`src/rtl/crt_pkg.sv`:
```
// shared types and codes for the credit limited request tracker
`default_nettype none

package crt_pkg;

    localparam int ID_W     = 64;
    localparam int MODE_W   = 2;
    localparam int ORIGIN_W = 2;
    localparam int STATUS_W = 3;
    localparam int LIMIT_W  = 5;
    localparam int CFG_IDX_W = 2;

    // packed stream widths, padded to whole bytes
    localparam int IN_FIELDS_W  = MODE_W + ORIGIN_W + ID_W;
    localparam int IN_TDATA_W   = ((IN_FIELDS_W + 7) / 8) * 8;
    localparam int OUT_FIELDS_W = STATUS_W + 1 + ID_W;
    localparam int OUT_TDATA_W  = ((OUT_FIELDS_W + 7) / 8) * 8;

    // operation codes
    localparam logic [MODE_W-1:0] MODE_SUBMIT   = 2'd0;
    localparam logic [MODE_W-1:0] MODE_POP      = 2'd1;
    localparam logic [MODE_W-1:0] MODE_COMPLETE = 2'd2;

    // status codes
    localparam logic [STATUS_W-1:0] ST_OK      = 3'd0;
    localparam logic [STATUS_W-1:0] ST_INVALID = 3'd1;
    localparam logic [STATUS_W-1:0] ST_FULL    = 3'd2;
    localparam logic [STATUS_W-1:0] ST_CLOSED  = 3'd3;
    localparam logic [STATUS_W-1:0] ST_EMPTY   = 3'd4;

    // register indexes
    localparam logic [CFG_IDX_W-1:0] REG_LOBBY_LIMIT  = 2'd0;
    localparam logic [CFG_IDX_W-1:0] REG_MAIN_LIMIT   = 2'd1;
    localparam logic [CFG_IDX_W-1:0] REG_QUEUE_CLOSED = 2'd2;

    localparam logic [LIMIT_W-1:0] LIMIT_RESET = 5'd8;

    // priority chain passed from cell to cell, lowest slot first
    typedef struct packed {
        logic free_seen;
        logic hit_seen;
    } crt_chain_t;

    // per item command broadcast to every cell
    typedef struct packed {
        logic load;
        logic alloc;
        logic clear;
    } crt_cell_cmd_t;

endpackage

`default_nettype wire

```
`src/rtl/crt_cell.sv`:
```
// one credit slot cell: holds a slot and takes part in the lowest-first chain
`default_nettype none

module crt_cell
    import crt_pkg::*;
(
    input  wire logic                clk,
    input  wire logic                rst_n,
    input  wire crt_cell_cmd_t       cmd,
    input  wire logic                load_origin,
    input  wire logic [ID_W-1:0]     load_id,
    input  wire logic                wr_origin,
    input  wire logic [ID_W-1:0]     wr_id,
    input  wire crt_chain_t          chain_in,
    output crt_chain_t               chain_out
);

    logic            valid_reg;
    logic            origin_reg;
    logic [ID_W-1:0] id_reg;
    logic            hit_reg;
    logic            alloc_here;
    logic            clear_here;

    assign alloc_here = cmd.alloc & ~valid_reg & ~chain_in.free_seen;
    assign clear_here = cmd.clear & hit_reg & ~chain_in.hit_seen;

    assign chain_out.free_seen = chain_in.free_seen | ~valid_reg;
    assign chain_out.hit_seen  = chain_in.hit_seen | hit_reg;

    always_ff @(posedge clk or negedge rst_n)
    begin
        if (!rst_n)
        begin
            valid_reg <= 1'b0;
            hit_reg   <= 1'b0;
        end
        else
        begin
            if (cmd.load)
            begin
                hit_reg <= valid_reg && (origin_reg == load_origin) && (id_reg == load_id);
            end
            if (alloc_here)
            begin
                valid_reg <= 1'b1;
            end
            else if (clear_here)
            begin
                valid_reg <= 1'b0;
            end
        end
    end

    always_ff @(posedge clk)
    begin
        if (alloc_here)
        begin
            origin_reg <= wr_origin;
            id_reg     <= wr_id;
        end
        else if (clear_here)
        begin
            origin_reg <= 1'b0;
            id_reg     <= '0;
        end
    end

endmodule

`default_nettype wire

```
`src/rtl/crt_queue.sv`:
```
// arrival order queue of admitted requests, origin and id per entry
`default_nettype none

module crt_queue
    import crt_pkg::*;
#(
    parameter int QUEUE_DEPTH = 16
)
(
    input  wire logic                                 clk,
    input  wire logic                                 rst_n,
    input  wire logic                                 push,
    input  wire logic                                 pop,
    input  wire logic                                 push_origin,
    input  wire logic [ID_W-1:0]                      push_id,
    output logic                                      head_origin,
    output logic [ID_W-1:0]                           head_id,
    output logic [$clog2(QUEUE_DEPTH+1)-1:0]          count
);

    localparam int PTR_W = (QUEUE_DEPTH > 1) ? $clog2(QUEUE_DEPTH) : 1;
    localparam int CNT_W = $clog2(QUEUE_DEPTH + 1);
    localparam logic [PTR_W-1:0] LAST_PTR = PTR_W'(QUEUE_DEPTH - 1);

    logic [ID_W:0]      mem [QUEUE_DEPTH];
    logic [ID_W:0]      rd_data_reg;
    logic [PTR_W-1:0]   head_reg;
    logic [PTR_W-1:0]   tail_reg;
    logic [CNT_W-1:0]   count_reg;
    logic [PTR_W-1:0]   head_next;
    logic [PTR_W-1:0]   tail_next;
    logic [CNT_W-1:0]   count_next;

    always_comb
    begin
        head_next  = head_reg;
        tail_next  = tail_reg;
        count_next = count_reg;
        if (push)
        begin
            tail_next  = (tail_reg == LAST_PTR) ? '0 : tail_reg + 1'b1;
            count_next = count_reg + 1'b1;
        end
        if (pop)
        begin
            head_next  = (head_reg == LAST_PTR) ? '0 : head_reg + 1'b1;
            count_next = count_reg - 1'b1;
        end
    end

    always_ff @(posedge clk or negedge rst_n)
    begin
        if (!rst_n)
        begin
            head_reg  <= '0;
            tail_reg  <= '0;
            count_reg <= '0;
        end
        else
        begin
            head_reg  <= head_next;
            tail_reg  <= tail_next;
            count_reg <= count_next;
        end
    end

    // head entry read every cycle, registered
    always_ff @(posedge clk)
    begin
        if (push)
        begin
            mem[tail_reg] <= {push_id, push_origin};
        end
        rd_data_reg <= mem[head_reg];
    end

    assign head_origin = rd_data_reg[0];
    assign head_id     = rd_data_reg[ID_W:1];
    assign count       = count_reg;

endmodule

`default_nettype wire

```
`src/rtl/credit_limited_request_tracker.sv`:
```
// top level of the credit limited request tracker
//
//  channel | dir | handshake          | contents
//  --------+-----+--------------------+---------------------------------------
//  s_*     | in  | s_tvalid/s_tready  | mode, origin, req_id
//  m_*     | out | m_tvalid/m_tready  | status, out_origin, out_req_id
//  cfg_*   | in  | cfg_we             | lobby_limit, main_limit, queue_closed
//
//  for each request the accept edge captures it and every cell compares it
//  with its slot, then the commit edge applies the decision taken along the
//  cell chain and loads the result register
//  a request that finds the result register still full waits in evaluation
//  until the downstream side takes the previous result
//  reset clears all slots, counts and queue pointers; limits reset to 8
`default_nettype none

module credit_limited_request_tracker
    import crt_pkg::*;
#(
    parameter int CREDIT_SLOTS = 16,
    parameter int QUEUE_DEPTH  = 16
)
(
    input  wire logic                   clk,
    input  wire logic                   rst_n,
    // request stream
    input  wire logic                   s_tvalid,
    output logic                        s_tready,
    input  wire logic [IN_TDATA_W-1:0]  s_tdata,   // mode[1:0], origin[3:2], req_id[67:4]
    // result stream
    output logic                        m_tvalid,
    input  wire logic                   m_tready,
    output logic [OUT_TDATA_W-1:0]      m_tdata,   // status[2:0], out_origin[3], out_req_id[67:4]
    // configuration writes
    input  wire logic                   cfg_we,
    input  wire logic [CFG_IDX_W-1:0]   cfg_addr,
    input  wire logic [LIMIT_W-1:0]     cfg_wdata
);

    localparam int CNT_W = $clog2(QUEUE_DEPTH + 1);
    localparam logic [CNT_W-1:0] QUEUE_FULL_CNT = CNT_W'(QUEUE_DEPTH);

    typedef enum logic [1:0] {
        S_IDLE = 2'b01,
        S_EVAL = 2'b10
    } state_t;

    state_t state_reg, state_next;

    // configuration
    logic [LIMIT_W-1:0] lobby_limit_reg;
    logic [LIMIT_W-1:0] main_limit_reg;
    logic               queue_closed_reg;

    // class counts
    logic [LIMIT_W-1:0] lobby_count_reg, lobby_count_next;
    logic [LIMIT_W-1:0] main_count_reg, main_count_next;

    // captured request
    logic [MODE_W-1:0]   mode_reg;
    logic [ORIGIN_W-1:0] origin_reg;
    logic [ID_W-1:0]     id_reg;

    // result register
    logic                    m_tvalid_reg, m_tvalid_next;
    logic [OUT_TDATA_W-1:0]  m_tdata_reg;

    logic                s_xfer;
    logic                commit;
    logic                bad_args;
    logic                sel_lobby;
    logic [LIMIT_W-1:0]  sel_limit;
    logic [LIMIT_W-1:0]  sel_count;
    logic                any_free;
    logic                any_hit;

    logic [STATUS_W-1:0] status;
    logic                out_origin;
    logic [ID_W-1:0]     out_id;
    logic                do_alloc;
    logic                do_clear;
    logic                do_pop;
    logic                count_inc;
    logic                count_dec;

    // queue
    logic               q_head_origin;
    logic [ID_W-1:0]    q_head_id;
    logic [CNT_W-1:0]   q_count;

    // cell chain
    crt_cell_cmd_t      cell_cmd;
    crt_chain_t         chain [CREDIT_SLOTS+1];

    assign s_tready = (state_reg == S_IDLE);
    assign s_xfer   = s_tvalid & s_tready;
    assign commit   = (state_reg == S_EVAL) & (~m_tvalid_reg | m_tready);

    assign m_tvalid = m_tvalid_reg;
    assign m_tdata  = m_tdata_reg;

    // configuration writes, unknown indexes ignored
    always_ff @(posedge clk or negedge rst_n)
    begin
        if (!rst_n)
        begin
            lobby_limit_reg  <= LIMIT_RESET;
            main_limit_reg   <= LIMIT_RESET;
            queue_closed_reg <= 1'b0;
        end
        else if (cfg_we)
        begin
            case (cfg_addr)
                REG_LOBBY_LIMIT:  lobby_limit_reg  <= cfg_wdata;
                REG_MAIN_LIMIT:   main_limit_reg   <= cfg_wdata;
                REG_QUEUE_CLOSED: queue_closed_reg <= cfg_wdata[0];
                default:          ;
            endcase
        end
    end

    // request capture, payload only
    always_ff @(posedge clk)
    begin
        if (s_xfer)
        begin
            mode_reg   <= s_tdata[MODE_W-1:0];
            origin_reg <= s_tdata[MODE_W +: ORIGIN_W];
            id_reg     <= s_tdata[MODE_W+ORIGIN_W +: ID_W];
        end
    end

    // slot cells, lowest index sees the chain first
    assign cell_cmd.load  = s_xfer;
    assign cell_cmd.alloc = commit & do_alloc;
    assign cell_cmd.clear = commit & do_clear;
    assign chain[0]       = '0;

    for (genvar i = 0; i < CREDIT_SLOTS; i++)
    begin : g_cell
        crt_cell u_cell (
            .clk         (clk),
            .rst_n       (rst_n),
            .cmd         (cell_cmd),
            .load_origin (s_tdata[MODE_W]),
            .load_id     (s_tdata[MODE_W+ORIGIN_W +: ID_W]),
            .wr_origin   (origin_reg[0]),
            .wr_id       (id_reg),
            .chain_in    (chain[i]),
            .chain_out   (chain[i+1])
        );
    end

    assign any_free = chain[CREDIT_SLOTS].free_seen;
    assign any_hit  = chain[CREDIT_SLOTS].hit_seen;

    crt_queue #(
        .QUEUE_DEPTH (QUEUE_DEPTH)
    ) u_queue (
        .clk         (clk),
        .rst_n       (rst_n),
        .push        (commit & do_alloc),
        .pop         (commit & do_pop),
        .push_origin (origin_reg[0]),
        .push_id     (id_reg),
        .head_origin (q_head_origin),
        .head_id     (q_head_id),
        .count       (q_count)
    );

    // decision for the captured request
    assign bad_args  = (id_reg == '0) | origin_reg[1];
    assign sel_lobby = ~origin_reg[0];
    assign sel_limit = sel_lobby ? lobby_limit_reg : main_limit_reg;
    assign sel_count = sel_lobby ? lobby_count_reg : main_count_reg;

    always_comb
    begin
        status     = ST_INVALID;
        out_origin = 1'b0;
        out_id     = '0;
        do_alloc   = 1'b0;
        do_clear   = 1'b0;
        do_pop     = 1'b0;
        count_inc  = 1'b0;
        count_dec  = 1'b0;
        case (mode_reg)
            MODE_SUBMIT:
            begin
                if (bad_args || (sel_limit == '0) || any_hit)
                begin
                    status = ST_INVALID;
                end
                else if (queue_closed_reg)
                begin
                    status = ST_CLOSED;
                end
                else if ((sel_count >= sel_limit) || (q_count == QUEUE_FULL_CNT) || !any_free)
                begin
                    status = ST_FULL;
                end
                else
                begin
                    status    = ST_OK;
                    do_alloc  = 1'b1;
                    count_inc = 1'b1;
                end
            end
            MODE_POP:
            begin
                if (q_count == '0)
                begin
                    status = ST_EMPTY;
                end
                else
                begin
                    status     = ST_OK;
                    out_origin = q_head_origin;
                    out_id     = q_head_id;
                    do_pop     = 1'b1;
                end
            end
            MODE_COMPLETE:
            begin
                if (!bad_args && any_hit)
                begin
                    // slot is freed even when the class count is already zero
                    do_clear = 1'b1;
                    if (sel_count != '0)
                    begin
                        status    = ST_OK;
                        count_dec = 1'b1;
                    end
                end
            end
            default:
            begin
                status = ST_INVALID;
            end
        endcase
    end

    // class counts
    always_comb
    begin
        lobby_count_next = lobby_count_reg;
        main_count_next  = main_count_reg;
        if (commit && count_inc)
        begin
            if (sel_lobby)
                lobby_count_next = lobby_count_reg + 1'b1;
            else
                main_count_next  = main_count_reg + 1'b1;
        end
        else if (commit && count_dec)
        begin
            if (sel_lobby)
                lobby_count_next = lobby_count_reg - 1'b1;
            else
                main_count_next  = main_count_reg - 1'b1;
        end
    end

    // control state
    always_comb
    begin
        state_next = state_reg;
        case (state_reg)
            S_IDLE:  if (s_xfer) state_next = S_EVAL;
            S_EVAL:  if (commit) state_next = S_IDLE;
            default: state_next = S_IDLE;
        endcase
    end

    assign m_tvalid_next = commit | (m_tvalid_reg & ~m_tready);

    always_ff @(posedge clk or negedge rst_n)
    begin
        if (!rst_n)
        begin
            state_reg       <= S_IDLE;
            lobby_count_reg <= '0;
            main_count_reg  <= '0;
            m_tvalid_reg    <= 1'b0;
        end
        else
        begin
            state_reg       <= state_next;
            lobby_count_reg <= lobby_count_next;
            main_count_reg  <= main_count_next;
            m_tvalid_reg    <= m_tvalid_next;
        end
    end

    // result payload
    always_ff @(posedge clk)
    begin
        if (commit)
        begin
            m_tdata_reg <= OUT_TDATA_W'({out_id, out_origin, status});
        end
    end

endmodule

`default_nettype wire

```
`config.mk`:
```
export PLATFORM = sky130hd
export DESIGN_NAME = credit_limited_request_tracker
export DESIGN_NICKNAME = d
export VERILOG_FILES = /design/src/rtl/crt_pkg.sv /design/src/rtl/crt_cell.sv /design/src/rtl/crt_queue.sv /design/src/rtl/credit_limited_request_tracker.sv
export SDC_FILE = /design/constraint.sdc
export NUM_CORES = 2
export LEC_CHECK = 0
export BUFFER_PORTS_ARGS = -buffer_cell sky130_fd_sc_hd__buf_4
export CAP_MARGIN = 15
export CORE_MARGIN = 10
export CORE_UTILIZATION = 25
export DETAILED_ROUTE_END_ITERATION = 6
export GPL_TIMING_DRIVEN = 1
export PLACE_DENSITY = 0.38
export SYNTH_ARGS = -nofsm -noshare
export SYNTH_HDL_FRONTEND = slang
export SYNTH_SLANG_ARGS = --single-unit
```
`constraint.sdc`:
```
create_clock -name clk -period 17.75 [get_ports clk]
set_input_delay 1.775 -clock clk [delete_from_list [all_inputs] [get_ports clk]]
set_output_delay 1.775 -clock clk [all_outputs]
set_load 0.1 [all_outputs]
```
==> results.sh <==
export IMPL_outcome="finished, final reports clean"
export IMPL_yosysSeqAreaShare_pct=69.5
export IMPL_cts_root_buf="clkbuf_16"
export IMPL_fin_skew_ps=90.1
export IMPL_hold_path_class="reg -> reg"
export IMPL_gp_congestion=0.876
export IMPL_syn_area_per_cell_um2=15.1
export IMPL_clk_latency_ps=950
export IMPL_grt_pass1_vias=62100
export IMPL_htree_levels=5
export IMPL_multiInputGateArea_mm2=0.0282
export IMPL_fmax_mhz=151
export IMPL_cp_max_fo=72
export IMPL_die_y_um=653
export IMPL_first_pass_iters=7
export IMPL_clk_path_buf_depth=4
export IMPL_powerDensity_mw_per_mm2=118
export IMPL_dpl_cell_area_mm2=0.108
export IMPL_synthFlopType="edfxtp_1"
export IMPL_drtIter0Drc=7366
export IMPL_synth_area_top_cells="edfxtp_1 (67%), xor2_1 (3.4%), xnor2_1 (3.1%)"
export IMPL_cp_start_kind="register"
export IMPL_grt_antenna_before_repair=86
export IMPL_synth_cell_area_mm2=0.100
export IMPL_maxCapViolations=0
export IMPL_core_rowCount=232
export IMPL_synthArstFlopShare_pct=2.94
export IMPL_pre_cts_ws_ps=11270
export IMPL_p_leak_nw=35.7
export IMPL_arrival_ps=7210
export IMPL_path_class="reg -> reg"
export IMPL_dieArea_mm2=0.426
export IMPL_synthTopCellsByCount="edfxtp_1 (2216), nor3_1 (515), and2_1 (459), xor2_1 (386), xnor2_1 (353)"
export IMPL_cts_repair_resized=0
export IMPL_clock_sinks=2350
export IMPL_cts_tree="yes"
export IMPL_clk_pin_slew_ps=60
export IMPL_worstMarginPinSlew_ps=1340
export IMPL_ir_worst_vdd_v=0.000114
export IMPL_drt_vias_per_instance=5.05
export IMPL_p_total_mw=13.8
export IMPL_worst_slack_ps=11110
export IMPL_synth_most_common_cell="edfxtp_1"
export IMPL_fin_crit_sh_pct=37.4
export IMPL_ys_warn_count=0
export IMPL_nNetsFinal=6970
export IMPL_cp_required_ps=18330
export IMPL_cts_setup_buffers=0
export IMPL_grt_max_degree=113
export IMPL_hold_ws_ps=499
export IMPL_hold_viol=0
export IMPL_syn_to_final_growth_pct=17.3
export IMPL_portBuffers=149
export IMPL_vias=62500
export IMPL_synth_top_cell_area_share_pct=66.5
export IMPL_track_usage_pct=19.4
export IMPL_postRouteAntennaNets=0
export IMPL_largest_reg_flops=1040
export IMPL_grt_remaining_overflow=0
export IMPL_fill_cells=40100
export IMPL_initial_utilization_pct=25.1
export IMPL_ys_ff_latch=2350
export IMPL_core_mm2=0.399
export IMPL_slew_violations=0
export IMPL_yosysUniqueCellTypes=79
export IMPL_routedWlPerCell_um=34.7
export IMPL_numCtsBuffers=290
export IMPL_rsz0062_at_grt="no"
export IMPL_seq_area_mm2=0.0696
export IMPL_synth_edf_count=2216
export IMPL_grt_first_pass_wirelength_um=571000
export IMPL_syn_instance_count=6612
export IMPL_final_cell_area_mm2=0.117
export IMPL_remaining_drc_errors=0
export IMPL_fin_setup_tns_ps=0
export IMPL_hold_buffers=0
export IMPL_critPathCaptureType="register"
export IMPL_yosys_area_top_type="edfxtp_1"
export IMPL_slew_headroom_pct=10.3
export IMPL_die_w_um=653
export IMPL_min_period_ps=6640
export IMPL_dpl_hpwl_um=257000
export IMPL_io_pins=158
export IMPL_layout_drive_gt1_share_pct=16.6
export IMPL_routed_wl_um=429000
export IMPL_finalSetupViolCount=0
[critical path, cell delays in order, from the launching register on]
cell and delay (ps):
dfrtp_4 1080, nand4_1 640, nor4_1 1050, nor3_1 230, nand4_4 290, or4_4 370
buf_4 730, buf_4 760, buf_4 820, nor3_1 110
[placed cells by master (no fill, tap or decap), types with 16 or more instances in the layout]
master / n
nor4_1: 159
nor3_2: 96
clkinv_1: 126
nand2_1: 95
xnor2_1: 353
edfxtp_1: 2216
clkbuf_8: 20
nand2b_1: 16
inv_1: 143
buf_4: 391
mux2_2: 90
mux4_2: 130
a22oi_1: 75
o22ai_1: 97
a22o_1: 46
o21ai_0: 148
ha_1: 19
nand4_1: 140
a221oi_1: 113
nand3_1: 33
nor2_1: 87
clkbuf_1: 81
dfxtp_1: 65
dfrtp_1: 59
nor3_1: 513
a21oi_1: 78
clkinv_2: 31
clkbuf_16: 299
mux2i_1: 205
nor4_2: 16
o2bb2ai_1: 57
and2_1: 458
xor2_1: 386
[power breakdown]
part / total (mW) / switching, mW / internal [mW]
Combinational: 1.82 / 1.18 / 0.640
Sequential: 6.25 / 0.0888 / 6.16
Clock: 5.76 / 2.45 / 3.31
[per-layer routing]
metal / GRT usage [%] / wire [µm] / vias up
met4: 7.12 / 18800 / 2
met3: 2.71 / 26800 / 690
met2: 32.1 / 202000 / 2576
met1: 26.0 / 181000 / 33400
met5: 0 / 13 / -
li1: - / - / 25800
[through the flow]
stage / util, % / cells
3_3_place_gp: 27.1 / 11800
2_1_floorplan: - / 6615
4_1_cts: 29.4 / 12400
5_1_grt: 29.4 / 12400
6_report: 29.4 / 12400
3_5_place_dp: 27.2 / 11800
[cells by family after synthesis]
family,count (synthesis),share of synthesized area (%)
xor gates and xnor gates,739,6.47
adders and majority gates,22,0.298
muxes,425,5.99
other,1,0.00375
and+or+nand+nor,1699,9.97
AOI/OAI and AO/OA,715,5.05
buffers and inverters,661,2.67
DFF,2350,69.5
[cell type report]
cell class | count | share of cell area (%)
multi-input cells | 3604 | 24.0
diodes | 6 | 0.0128
repair buffers | 398 | 2.65
well taps | 5265 | 5.61
inverters | 220 | 0.708
clock inverters | 118 | 0.803
clock buffers | 400 | 6.87
flip-flops and latches | 2350 | 59.3
[final timing paths]
| kind | startpoint | to | slack, ps | cells past startpoint |
|---|---|---|---|---|
| hold reg to reg | u_queue.rd_data_reg[47] | m_tdata[50] | 500 | 1 |
| setup reg to reg | g_cell[11].u_cell.valid_reg | g_cell[12].u_cell.id_reg[60] | 11110 | 9 |
| min in group asynchronous | rst_n | g_cell[14].u_cell.hit_reg | 810 | 1 |
| hold / removal | u_queue.rd_data_reg[47] | m_tdata[50] | 500 | 1 |
| setup / recovery | g_cell[11].u_cell.valid_reg | g_cell[12].u_cell.id_reg[60] | 11110 | 9 |
| max in group asynchronous | rst_n | u_queue.head_reg[2] | 15590 | 2 |
(Power assumes the default switching activity.)
